[config.mk]
export PLATFORM = sky130hd
export DESIGN_NAME = planned_trajectory_tracking_step_unit
export DESIGN_NICKNAME = d
export VERILOG_FILES = /design/src/sv/ptt_pkg.sv /design/src/sv/planned_trajectory_tracking_step_unit.sv
export VERILOG_INCLUDE_DIRS = /design/src /design/src/sv
export SDC_FILE = /design/constraint.sdc
export NUM_CORES = 2
export LEC_CHECK = 0
export BUFFER_PORTS_ARGS = -buffer_cell sky130_fd_sc_hd__clkbuf_2
export CAP_MARGIN = 20
export CORE_UTILIZATION = 30
export DETAILED_ROUTE_END_ITERATION = 12
export SLEW_MARGIN = 25
export SYNTH_ARGS = -nofsm -noshare
export SYNTH_HDL_FRONTEND = slang
export SYNTH_SLANG_ARGS = --single-unit
[constraint.sdc]
create_clock -name clk -period 10.9 [get_ports clk]
set_input_delay 0.545 -clock clk [delete_from_list [all_inputs] [get_ports clk]]
set_output_delay 0.545 -clock clk [all_outputs]
set_load 0.02 [all_outputs]
[src/sv/planned_trajectory_tracking_step_unit_assert.svh]
// Assertion macros for the planned trajectory tracking step unit
`ifndef PLANNED_TRAJECTORY_TRACKING_STEP_UNIT_ASSERT_SVH
`define PLANNED_TRAJECTORY_TRACKING_STEP_UNIT_ASSERT_SVH
`ifndef ASSERT_OFF
// checked on every clock edge outside reset
`define PTT_ASSERT(lbl, prop, msg) \
  lbl: assert property (@(posedge clk) disable iff (rst) prop) else $error(msg);
// checked on every clock edge, reset included
`define PTT_ASSERT_ALWAYS(lbl, prop, msg) \
  lbl: assert property (@(posedge clk) prop) else $error(msg);
`else
`define PTT_ASSERT(lbl, prop, msg)
`define PTT_ASSERT_ALWAYS(lbl, prop, msg)
`endif
`endif

[src/sv/ptt_pkg.sv]
// Shared constants, register map and helper functions of the tracking step unit
package ptt_pkg;

  // register map
  localparam int NUM_CFG         = 7;
  localparam int CFG_W           = 17;
  localparam int ADDR_W          = 5;
  localparam logic [2:0] REG_VEL_DECAY    = 3'd0;
  localparam logic [2:0] REG_VEL_TO_POS   = 3'd1;
  localparam logic [2:0] REG_INPUT_TO_VEL = 3'd2;
  localparam logic [2:0] REG_INPUT_TO_POS = 3'd3;
  localparam logic [2:0] REG_VEL_GAIN     = 3'd4;
  localparam logic [2:0] REG_POS_GAIN     = 3'd5;
  localparam logic [2:0] REG_CMD_SCALE    = 3'd6;

  localparam logic [CFG_W-1:0] RST_VEL_DECAY    = 17'd60797;
  localparam logic [CFG_W-1:0] RST_VEL_TO_POS   = 17'd6314;
  localparam logic [CFG_W-1:0] RST_INPUT_TO_VEL = 17'd61938;
  localparam logic [CFG_W-1:0] RST_INPUT_TO_POS = 17'd3136;
  localparam logic [CFG_W-1:0] RST_VEL_GAIN     = 17'd16384;
  localparam logic [CFG_W-1:0] RST_POS_GAIN     = 17'd65536;
  localparam logic [CFG_W-1:0] RST_CMD_SCALE    = 17'd32768;

  // item opcodes
  localparam logic OP_LOAD = 1'b0;
  localparam logic OP_STEP = 1'b1;

  // stream widths
  localparam int IN_DATA_W  = 184;
  localparam int OUT_DATA_W = 64;

  // angle constants in Q2.30
  localparam longint HALF_PI_Q30  = 64'd1686629713;
  localparam longint SIXTH_PI_Q30 = 64'd562209904;

  localparam int DEFAULT_SINE_TABLE_DEPTH = 256;
  localparam int DEFAULT_FRAC_BITS        = 16;

  // one quarter-wave sine entry from its Q2.30 angle, 8-term Taylor series
  function automatic logic [15:0] sine_entry(input logic [63:0] x);
    logic [63:0] t;
    logic signed [63:0] sum;
    logic signed [63:0] r;
    t   = x;
    sum = signed'(x);
    for (int n = 1; n <= 7; n++) begin
      t = (t * x) >> 30;
      t = (t * x) >> 30;
      case (n)
        1: t = t / 64'd6;
        2: t = t / 64'd20;
        3: t = t / 64'd42;
        4: t = t / 64'd72;
        5: t = t / 64'd110;
        6: t = t / 64'd156;
        default: t = t / 64'd210;
      endcase
      if (n % 2 == 1) sum = sum - signed'(t);
      else sum = sum + signed'(t);
    end
    r = (sum + 64'sd8192) >>> 14;
    if (r < 0) r = 0;
    if (r > 64'sd65535) r = 64'sd65535;
    return r[15:0];
  endfunction

  // saturate a wide signed value to 32 bits
  function automatic logic signed [31:0] sat32(input logic signed [59:0] v);
    if (v > 60'sd2147483647) return 32'sh7FFFFFFF;
    if (v < -60'sd2147483648) return 32'sh80000000;
    return v[31:0];
  endfunction

endpackage

[src/sv/planned_trajectory_tracking_step_unit.sv]
// Planned trajectory tracking step unit: one shared multiplier under a step sequencer.
// A load item (tuser = 0) copies the measured state into the planned state as it is
// accepted and gives no result beat. A step item (tuser = 1) keeps the input not ready
// from the acceptance of its beat until its last product is retired. A step makes 26
// multiplications, one per cycle unless the output stalls, on a single 18 x 40 bit
// signed multiplier with a registered product (12 for the three yaw rotations, 4 for
// the gain terms, 2 for the command scaling and 8 for the planned state update), and
// then retires the last product. The command beat turns valid when the second command
// scaling product is retired. The input is not ready while a step runs; the command
// beat waits in an output register, and a step holds before writing it only if the
// previous beat has not been taken. The user must write the configuration over the
// APB port only while the unit is idle; the unit itself does not enforce it.
module planned_trajectory_tracking_step_unit #(
  parameter int SINE_TABLE_DEPTH = ptt_pkg::DEFAULT_SINE_TABLE_DEPTH,
  parameter int FRAC_BITS        = ptt_pkg::DEFAULT_FRAC_BITS
) (
  input  logic                           clk,
  input  logic                           rst,
  // input stream
  input  logic                           s_tvalid,
  output logic                           s_tready,
  // plan_u_x, plan_u_y, meas_vel_x, meas_vel_y, meas_pos_x, meas_pos_y, yaw, zero pad
  input  logic [ptt_pkg::IN_DATA_W-1:0]  s_tdata,
  input  logic                           s_tuser,   // op
  // result stream
  output logic                           m_tvalid,
  input  logic                           m_tready,
  output logic [ptt_pkg::OUT_DATA_W-1:0] m_tdata,   // cmd_body_x, cmd_body_y
  // configuration
  input  logic                           psel,
  input  logic                           penable,
  input  logic                           pwrite,
  input  logic [ptt_pkg::ADDR_W-1:0]     paddr,
  input  logic [31:0]                    pwdata,
  output logic [31:0]                    prdata,
  output logic                           pready
);
  import ptt_pkg::*;

  localparam int IDX_W = $clog2(SINE_TABLE_DEPTH) + 1;
  localparam longint BANK_LIMIT =
    (SIXTH_PI_Q30 + (64'sd1 <<< (29 - FRAC_BITS))) >>> (30 - FRAC_BITS);
  localparam logic signed [39:0] BANK_POS = 40'(BANK_LIMIT);
  localparam logic signed [39:0] BANK_NEG = -40'(BANK_LIMIT);
  localparam logic signed [59:0] RND_F    = 60'sd1 <<< (FRAC_BITS - 1);

  // sequencer step codes
  localparam logic [4:0] ST_ROT_END = 5'd11;
  localparam logic [4:0] ST_CMD_X0  = 5'd12;
  localparam logic [4:0] ST_CMD_X1  = 5'd13;
  localparam logic [4:0] ST_CMD_Y0  = 5'd14;
  localparam logic [4:0] ST_CMD_Y1  = 5'd15;
  localparam logic [4:0] ST_OUT_X   = 5'd16;
  localparam logic [4:0] ST_OUT_Y   = 5'd17;
  localparam logic [4:0] ST_PVX     = 5'd18;
  localparam logic [4:0] ST_PVX_U   = 5'd19;
  localparam logic [4:0] ST_PPX     = 5'd20;
  localparam logic [4:0] ST_PPX_U   = 5'd21;
  localparam logic [4:0] ST_PVY     = 5'd22;
  localparam logic [4:0] ST_PVY_U   = 5'd23;
  localparam logic [4:0] ST_PPY     = 5'd24;
  localparam logic [4:0] ST_LAST    = 5'd25;

  // quarter-wave sine table, constant
  logic [15:0] sine_rom [SINE_TABLE_DEPTH];
  for (genvar k = 0; k < SINE_TABLE_DEPTH; k++) begin : g_rom
    localparam logic [63:0] XK = (64'(k) * HALF_PI_Q30) / SINE_TABLE_DEPTH;
    localparam logic [15:0] SK = sine_entry(XK);
    assign sine_rom[k] = SK;
  end

  // configuration registers
  logic [CFG_W-1:0] cfg [NUM_CFG];
  logic [2:0] cfg_idx;
  assign cfg_idx = paddr[4:2];
  assign pready  = 1'b1;

  always_ff @(posedge clk) begin
    if (rst) begin
      cfg[REG_VEL_DECAY]    <= RST_VEL_DECAY;
      cfg[REG_VEL_TO_POS]   <= RST_VEL_TO_POS;
      cfg[REG_INPUT_TO_VEL] <= RST_INPUT_TO_VEL;
      cfg[REG_INPUT_TO_POS] <= RST_INPUT_TO_POS;
      cfg[REG_VEL_GAIN]     <= RST_VEL_GAIN;
      cfg[REG_POS_GAIN]     <= RST_POS_GAIN;
      cfg[REG_CMD_SCALE]    <= RST_CMD_SCALE;
    end else if (psel && penable && pwrite && pready && (32'(cfg_idx) < NUM_CFG)) begin
      cfg[cfg_idx] <= pwdata[CFG_W-1:0];
    end
  end

  always_comb begin
    prdata = '0;
    if (32'(cfg_idx) < NUM_CFG) prdata = 32'(cfg[cfg_idx]);
  end

  // input field unpacking
  logic signed [16:0] in_ux, in_uy;
  logic signed [31:0] in_mvx, in_mvy, in_mpx, in_mpy;
  logic [15:0]        in_yaw;
  assign in_ux  = s_tdata[16:0];
  assign in_uy  = s_tdata[33:17];
  assign in_mvx = s_tdata[65:34];
  assign in_mvy = s_tdata[97:66];
  assign in_mpx = s_tdata[129:98];
  assign in_mpy = s_tdata[161:130];
  assign in_yaw = s_tdata[177:162];

  // sine (index 0) and cosine (index 1) lookups
  logic signed [17:0] trig [2];
  for (genvar g = 0; g < 2; g++) begin : g_trig
    logic [15:0]      ph;
    logic [31:0]      kprod;
    logic [IDX_W-1:0] kk, idx;
    logic [16:0]      mag;
    always_comb begin
      ph    = in_yaw + 16'(g * 16384);
      kprod = 32'(ph[13:0]) * 32'(SINE_TABLE_DEPTH);
      kk    = IDX_W'(kprod >> 14);
      idx   = ph[14] ? IDX_W'(SINE_TABLE_DEPTH) - kk : kk;
      if (32'(idx) >= SINE_TABLE_DEPTH) mag = 17'd65536;
      else mag = 17'(sine_rom[idx[IDX_W-2:0]]);
      trig[g] = ph[15] ? -18'(signed'({1'b0, mag})) : 18'(signed'({1'b0, mag}));
    end
  end

  // bank input clamp
  logic signed [16:0] cl_ux, cl_uy;
  always_comb begin
    cl_ux = in_ux;
    if (40'(in_ux) > BANK_POS) cl_ux = 17'(BANK_POS);
    if (40'(in_ux) < BANK_NEG) cl_ux = 17'(BANK_NEG);
    cl_uy = in_uy;
    if (40'(in_uy) > BANK_POS) cl_uy = 17'(BANK_POS);
    if (40'(in_uy) < BANK_NEG) cl_uy = 17'(BANK_NEG);
  end

  // state and working registers
  logic signed [31:0] pvx, pvy, ppx, ppy;
  logic signed [31:0] mvx, mvy, mpx, mpy, tmp;
  logic signed [16:0] ux, uy;
  logic signed [17:0] sn, cs;
  logic signed [34:0] fx, fy, mx, my, ex, ey;
  logic signed [39:0] cx, cy;
  logic signed [59:0] acc;
  logic signed [57:0] prod;
  logic [4:0]         cnt, act;
  logic               busy, act_vld;

  logic s_acc, stall, adv;
  assign s_tready = !busy;
  assign s_acc    = s_tvalid && s_tready;
  assign stall    = act_vld && (act == ST_OUT_X) && m_tvalid && !m_tready;
  assign adv      = busy && !stall;

  // operand select for the shared multiplier
  logic signed [17:0] mul_a;
  logic signed [39:0] mul_b;
  logic signed [39:0] rx, ry;
  always_comb begin
    case (cnt[3:2])
      2'd0:    begin rx = 40'(pvx); ry = 40'(pvy); end
      2'd1:    begin rx = 40'(mvx); ry = 40'(mvy); end
      default: begin rx = 40'(ppx) - 40'(mpx); ry = 40'(ppy) - 40'(mpy); end
    endcase
    mul_a = cs;
    mul_b = rx;
    if (cnt <= ST_ROT_END) begin
      case (cnt[1:0])
        2'd0:    begin mul_a = cs; mul_b = rx; end
        2'd1:    begin mul_a = sn; mul_b = ry; end
        2'd2:    begin mul_a = sn; mul_b = rx; end
        default: begin mul_a = cs; mul_b = ry; end
      endcase
    end else begin
      case (cnt)
        ST_CMD_X0: begin mul_a = 18'(cfg[REG_VEL_GAIN]); mul_b = 40'(fx) - 40'(mx); end
        ST_CMD_X1: begin mul_a = 18'(cfg[REG_POS_GAIN]); mul_b = 40'(ex); end
        ST_CMD_Y0: begin mul_a = 18'(cfg[REG_VEL_GAIN]); mul_b = 40'(fy) - 40'(my); end
        ST_CMD_Y1: begin mul_a = 18'(cfg[REG_POS_GAIN]); mul_b = 40'(ey); end
        ST_OUT_X:  begin mul_a = 18'(cfg[REG_CMD_SCALE]); mul_b = cx; end
        ST_OUT_Y:  begin mul_a = 18'(cfg[REG_CMD_SCALE]); mul_b = cy; end
        ST_PVX:    begin mul_a = 18'(cfg[REG_VEL_DECAY]); mul_b = 40'(pvx); end
        ST_PVX_U:  begin mul_a = 18'(cfg[REG_INPUT_TO_VEL]); mul_b = 40'(ux); end
        ST_PPX:    begin mul_a = 18'(cfg[REG_VEL_TO_POS]); mul_b = 40'(pvx); end
        ST_PPX_U:  begin mul_a = 18'(cfg[REG_INPUT_TO_POS]); mul_b = 40'(ux); end
        ST_PVY:    begin mul_a = 18'(cfg[REG_VEL_DECAY]); mul_b = 40'(pvy); end
        ST_PVY_U:  begin mul_a = 18'(cfg[REG_INPUT_TO_VEL]); mul_b = 40'(uy); end
        ST_PPY:    begin mul_a = 18'(cfg[REG_VEL_TO_POS]); mul_b = 40'(pvy); end
        ST_LAST:   begin mul_a = 18'(cfg[REG_INPUT_TO_POS]); mul_b = 40'(uy); end
        default:   begin mul_a = cs; mul_b = rx; end
      endcase
    end
  end

  // rounded views of the registered product
  logic signed [59:0] p_ext, r16, rnd_f, rot_sum;
  assign p_ext   = 60'(prod);
  assign rnd_f   = (p_ext + RND_F) >>> FRAC_BITS;
  assign rot_sum = act[0] ? ((act[1]) ? acc + p_ext : acc - p_ext) : p_ext;
  assign r16     = (rot_sum + 60'sd32768) >>> 16;

  // sequencer, product register and datapath actions
  always_ff @(posedge clk) begin
    if (rst) begin
      busy     <= 1'b0;
      act_vld  <= 1'b0;
      cnt      <= '0;
      act      <= '0;
      m_tvalid <= 1'b0;
      pvx <= '0; pvy <= '0; ppx <= '0; ppy <= '0;
    end else begin
      if (m_tvalid && m_tready) m_tvalid <= 1'b0;

      if (s_acc) begin
        if (s_tuser == OP_LOAD) begin
          pvx <= in_mvx; pvy <= in_mvy; ppx <= in_mpx; ppy <= in_mpy;
        end else begin
          busy    <= 1'b1;
          cnt     <= '0;
          act_vld <= 1'b0;
          mvx <= in_mvx; mvy <= in_mvy; mpx <= in_mpx; mpy <= in_mpy;
          ux  <= cl_ux;  uy  <= cl_uy;
          sn  <= trig[0]; cs <= trig[1];
        end
      end

      if (adv) begin
        prod    <= mul_a * mul_b;
        act     <= cnt;
        act_vld <= (cnt <= ST_LAST);
        cnt     <= cnt + 5'd1;
        if (act_vld) begin
          if (act <= ST_ROT_END) begin
            // rotation: even steps open the sum, odd steps close and round it
            if (!act[0]) acc <= p_ext;
            else begin
              case ({act[3:2], act[1]})
                3'b000:  fx <= 35'(r16);
                3'b001:  fy <= 35'(r16);
                3'b010:  mx <= 35'(r16);
                3'b011:  my <= 35'(r16);
                3'b100:  ex <= 35'(r16);
                default: ey <= 35'(r16);
              endcase
            end
          end else begin
            case (act)
              ST_CMD_X0: acc <= 60'(fx) + rnd_f;
              ST_CMD_X1: cx  <= 40'(acc + rnd_f);
              ST_CMD_Y0: acc <= 60'(fy) + rnd_f;
              ST_CMD_Y1: cy  <= 40'(acc + rnd_f);
              ST_OUT_X:  m_tdata[31:0] <= sat32(rnd_f);
              ST_OUT_Y: begin
                m_tdata[63:32] <= sat32(rnd_f);
                m_tvalid       <= 1'b1;
              end
              ST_PVX:    acc <= rnd_f;
              ST_PVX_U:  tmp <= sat32(acc - rnd_f);
              ST_PPX:    acc <= 60'(ppx) + rnd_f;
              ST_PPX_U: begin
                ppx <= sat32(acc - rnd_f);
                pvx <= tmp;
              end
              ST_PVY:    acc <= rnd_f;
              ST_PVY_U:  tmp <= sat32(acc + rnd_f);
              ST_PPY:    acc <= 60'(ppy) + rnd_f;
              ST_LAST: begin
                // the step count has passed the last step, so act_vld drops here too
                ppy     <= sat32(acc + rnd_f);
                pvy     <= tmp;
                busy    <= 1'b0;
              end
              default: acc <= acc;
            endcase
          end
        end
      end
    end
  end

  // checks
  `include "planned_trajectory_tracking_step_unit_assert.svh"

  `PTT_ASSERT(a_step_starts, (s_acc && s_tuser == OP_STEP) |=> (busy && cnt == 5'd0), "step did not start")
  `PTT_ASSERT(a_load_copies, (s_acc && s_tuser == OP_LOAD) |=> (pvx == $past(in_mvx) && !busy), "load lost")
  `PTT_ASSERT(a_beat_in_step, $rose(m_tvalid) |-> busy, "result beat outside a step")
  `PTT_ASSERT_ALWAYS(a_reset_idle, rst |=> (!busy && !m_tvalid), "not idle after reset")

endmodule

==> out/summary.txt <==
Post-Synthesis Cell Area - 0.0987 sq mm
Area Overhead vs Synth - 14.6%
number of warnings issued by yosys - 0
status - finished, final reports clean
Net count, final - 13058
sw frac - 48.6%
Worst VDD drop - 0.000213 V
Crit path max-delay family - adder cells
cell taking the most area after synthesis - edfxtp_1
Port Buffers - 282
Worst Tran Pin Value - 1260 ps
die area - 0.331 sq mm
post-synthesis mux area share - 3.33%
clock share of power - 15.6%
Hold Fails Final Rpt - 0
# rows - 210
CTS tree - done
Max clock buf depth - 3
Int Pwr - 12.5 mW
Power Dens Cells - 215 mW/mm^2
Clock transition at path regs - 70 ps
max_slew headroom - 15.7%
Tot Pwr - 24.3 mW
xor and xnor area share after synthesis - 4.23%
first-pass GRT wire length - 619000 um
CP Class - register to register
Arr. time, crit path - 11010 ps
Max Cap Viol - 0
Adder-Cell Fraction of Synth Area - 20.6%
syn_area_per_cell - 8.76 sq um
gr usage total - 25.2%
top cell type's share of synthesized area - 24.4%
f_max - 0.0949 GHz
Tcrit/Tclk final - 96.7%
largest family of logic cells by synthesized area - compound AO/OA/AOI/OAI gates
post-synthesis simple-gate area fraction - 16.0%
Post-synth EDFFs - 802
H-tree depth - 3
Final ANT Viol Nets - 0
grt total ovfl - 0
Num CTS Buffers - 103
Compound-Gate Fraction of Synth Area - 20.7%
DRT Pass-1 Iters - 9
initial drt markers - 13409
DR vias/cell - 5.82
die width - 576 um
Post-synth top cells - inv_1, nand2_1, nor2_1, edfxtp_1, a21oi_1
ranking of synthesized cells by area - edfxtp_1, fa_1, ha_1
Initial Util - 30.2%
peak per-stage delay on the critical path - 590 ps
library cells used by synthesis - 115
sequential area share after synthesis - 27.6%
critical-path maximum fanout - 18
hpwl dp - 334000 um
Layout Cells excl Fill - 16068
Sw Pwr - 11.8 mW
I/O pins - 328
worst hold path type - input pin to register
Final Skew - 120 ps
Worst Setup Start Kind - register
Placeable Area - 0.327 sq mm
vias - 93484
final wirelength - 434000 um
sequential power share - 20.9%
vias in the first global route - 88055
Buf/Inv on CP - 11
CTS sink cnt - 960
Leakage - 45.7 nW
drt wl/cell - 27.0 um
Die Y - 576 um
Synth Instances - 11259
drc violations - 0
#FFs+latches synth - 960
Slew Viols, Final - 0
Clk Latency, worst-skew pair - 820 ps
initial antenna violation count - 14
Synth Flop Type - edfxtp_1
pin count of the biggest net entering global routing - 139
share of cells above drive strength 1 - 12.0%
slowest CP cell - a211oi_2
Worst Path Required - 11370 ps
Fill cells - 33796
final setup fails - 0
Inst Count DP - 15767
Root Driver - clkbuf_16
Setup crit end kind - register
Synth async-reset ratio - 0%
Final GP Congestion - 1.02
most instantiated library cell after synthesis - inv_1
Comb power frac - 63.5%
min cycle time layout - 10540 ps
## final timing paths
check	slack (ps)	cells past startpoint	to	from
setup / recovery	360	44	prod[52]$_DFFE_PP_	ppx[0]$_SDFF_PP0_
hold / removal	40	1	mvx[20]$_DFFE_PP_	s_tdata[54]
hold reg to reg	480	2	cfg[6][5]$_SDFFE_PP0P_	cfg[6][5]$_SDFFE_PP0P_
setup reg to reg	360	44	prod[52]$_DFFE_PP_	ppx[0]$_SDFF_PP0_
## kinds of logic (layout without fill, tap and decap cells)
| logic type | count (synthesis) | after routing |
|---|---|---|
| multiplexers | 290 | 290 |
| AND/OR/NAND/NOR | 3381 | 3381 |
| AO/OA/AOI/OAI | 3024 | 3024 |
| buffers and inverters | 1916 | 2355 |
| adder cells (fa/ha/maj) | 1209 | 1209 |
| other | 2 | 26 |
| flip-flops | 960 | 960 |
| XOR/XNOR | 477 | 477 |
## repair_timing
action | in CTS | in global routing
pin swaps | 3 | 15
resized for setup | 10 | 62
buffers inserted | 1 | 8
setup endpoints to repair | 11 | 15
hold endpoints to repair | 86 | 0
hold buffers | 86 | 0
gates cloned | 0 | 0
## power groups by stage
stage	registers, mW	logic (mW)	clock network [mW]
3_3_place_gp	5.14	14.9	0
4_1_cts	5.06	15.1	3.82
5_1_grt	5.07	16.6	3.94
2_1_floorplan	4.84	9.01	0
3_5_place_dp	5.14	15.0	0
6_report	5.08	15.5	3.80
## per-layer routing
| metal | wire length, um | track usage [%] | up-vias |
|---|---|---|---|
| met5 | 105 | 0 | - |
| met4 | 28500 | 13.7 | 12 |
| met3 | 51400 | 5.87 | 1106 |
| met2 | 179000 | 36.8 | 5936 |
| met1 | 175000 | 34.2 | 45733 |
| li1 | - | - | 40697 |
## state kept, by name, indices dropped and copies added, names as in the netlist, 35 cells and up
signal	count
ex	35
my	35
cfg	119
cx	40
mx	35
fx	35
cy	40
fy	35
acc	58
m_tdata	64
ey	35
prod	58
## final cells by class
| type | count | area [sq um] | share of cell area, % |
|---|---|---|---|
| Multi-Input combinational cell | 8397 | 65000 | 57.5 |
| Clock buffer | 122 | 2760 | 2.44 |
| Tap cell | 4346 | 5440 | 4.81 |
| Sequential cell | 960 | 27300 | 24.1 |
| Timing Repair Buffer | 968 | 7320 | 6.48 |
| Clock inverter | 74 | 848 | 0.750 |
| Inverter | 1191 | 4470 | 3.95 |
| Antenna cell | 10 | 25.0 | 0.0221 |
## worst register-to-register path: cells and delay by family, from the launching register on
family | cells | cell delay [ps]
XOR/XNOR | 2 | 440
AO/OA/AOI/OAI | 15 | 3370
buffers and inverters | 11 | 1070
AND/OR/NAND/NOR | 7 | 1170
adder cells (fa/ha/maj) | 9 | 3820
flip-flops | 1 | 330
## layout by cell type, fill, tap and decap left out, drive strengths merged, types with 62 or more instances in the layout
cell and n:
inv 1195, nand2 1179, nor2 895, edfxtp 802, a21oi 790, fa 688, buf 602, o21ai 550
ha 520, clkbuf 402, xnor2 308, mux2i 226, a211oi 204, nand3 204, nor3 203, and2 199
a21o 196, xor2 169, dfxtp 158, nor2b 121, a31oi 119, o211ai 111, nand4 106, a221oi 103
a222oi 94, and3 89, nand2b 89, o31ai 89, dlygate4sd3 86, or3 68, nor4 62
## through the flow
stage	cell area (sq um)	setup TNS, ps	hold slack, ps	setup slack [ps]	utilization (%)
floorplan	98700	0	449	98.9	-
global placement	108000	-2760	465	-500	33.0
detailed placement	108000	-2330	470	-465	33.1
CTS	113000	0	0.920	30.9	34.5
global route	113000	-34.0	22.7	-19.5	34.6
finish	113000	0	41.4	360	34.6
No activity file was read; power rests on OpenSTA's default activity.
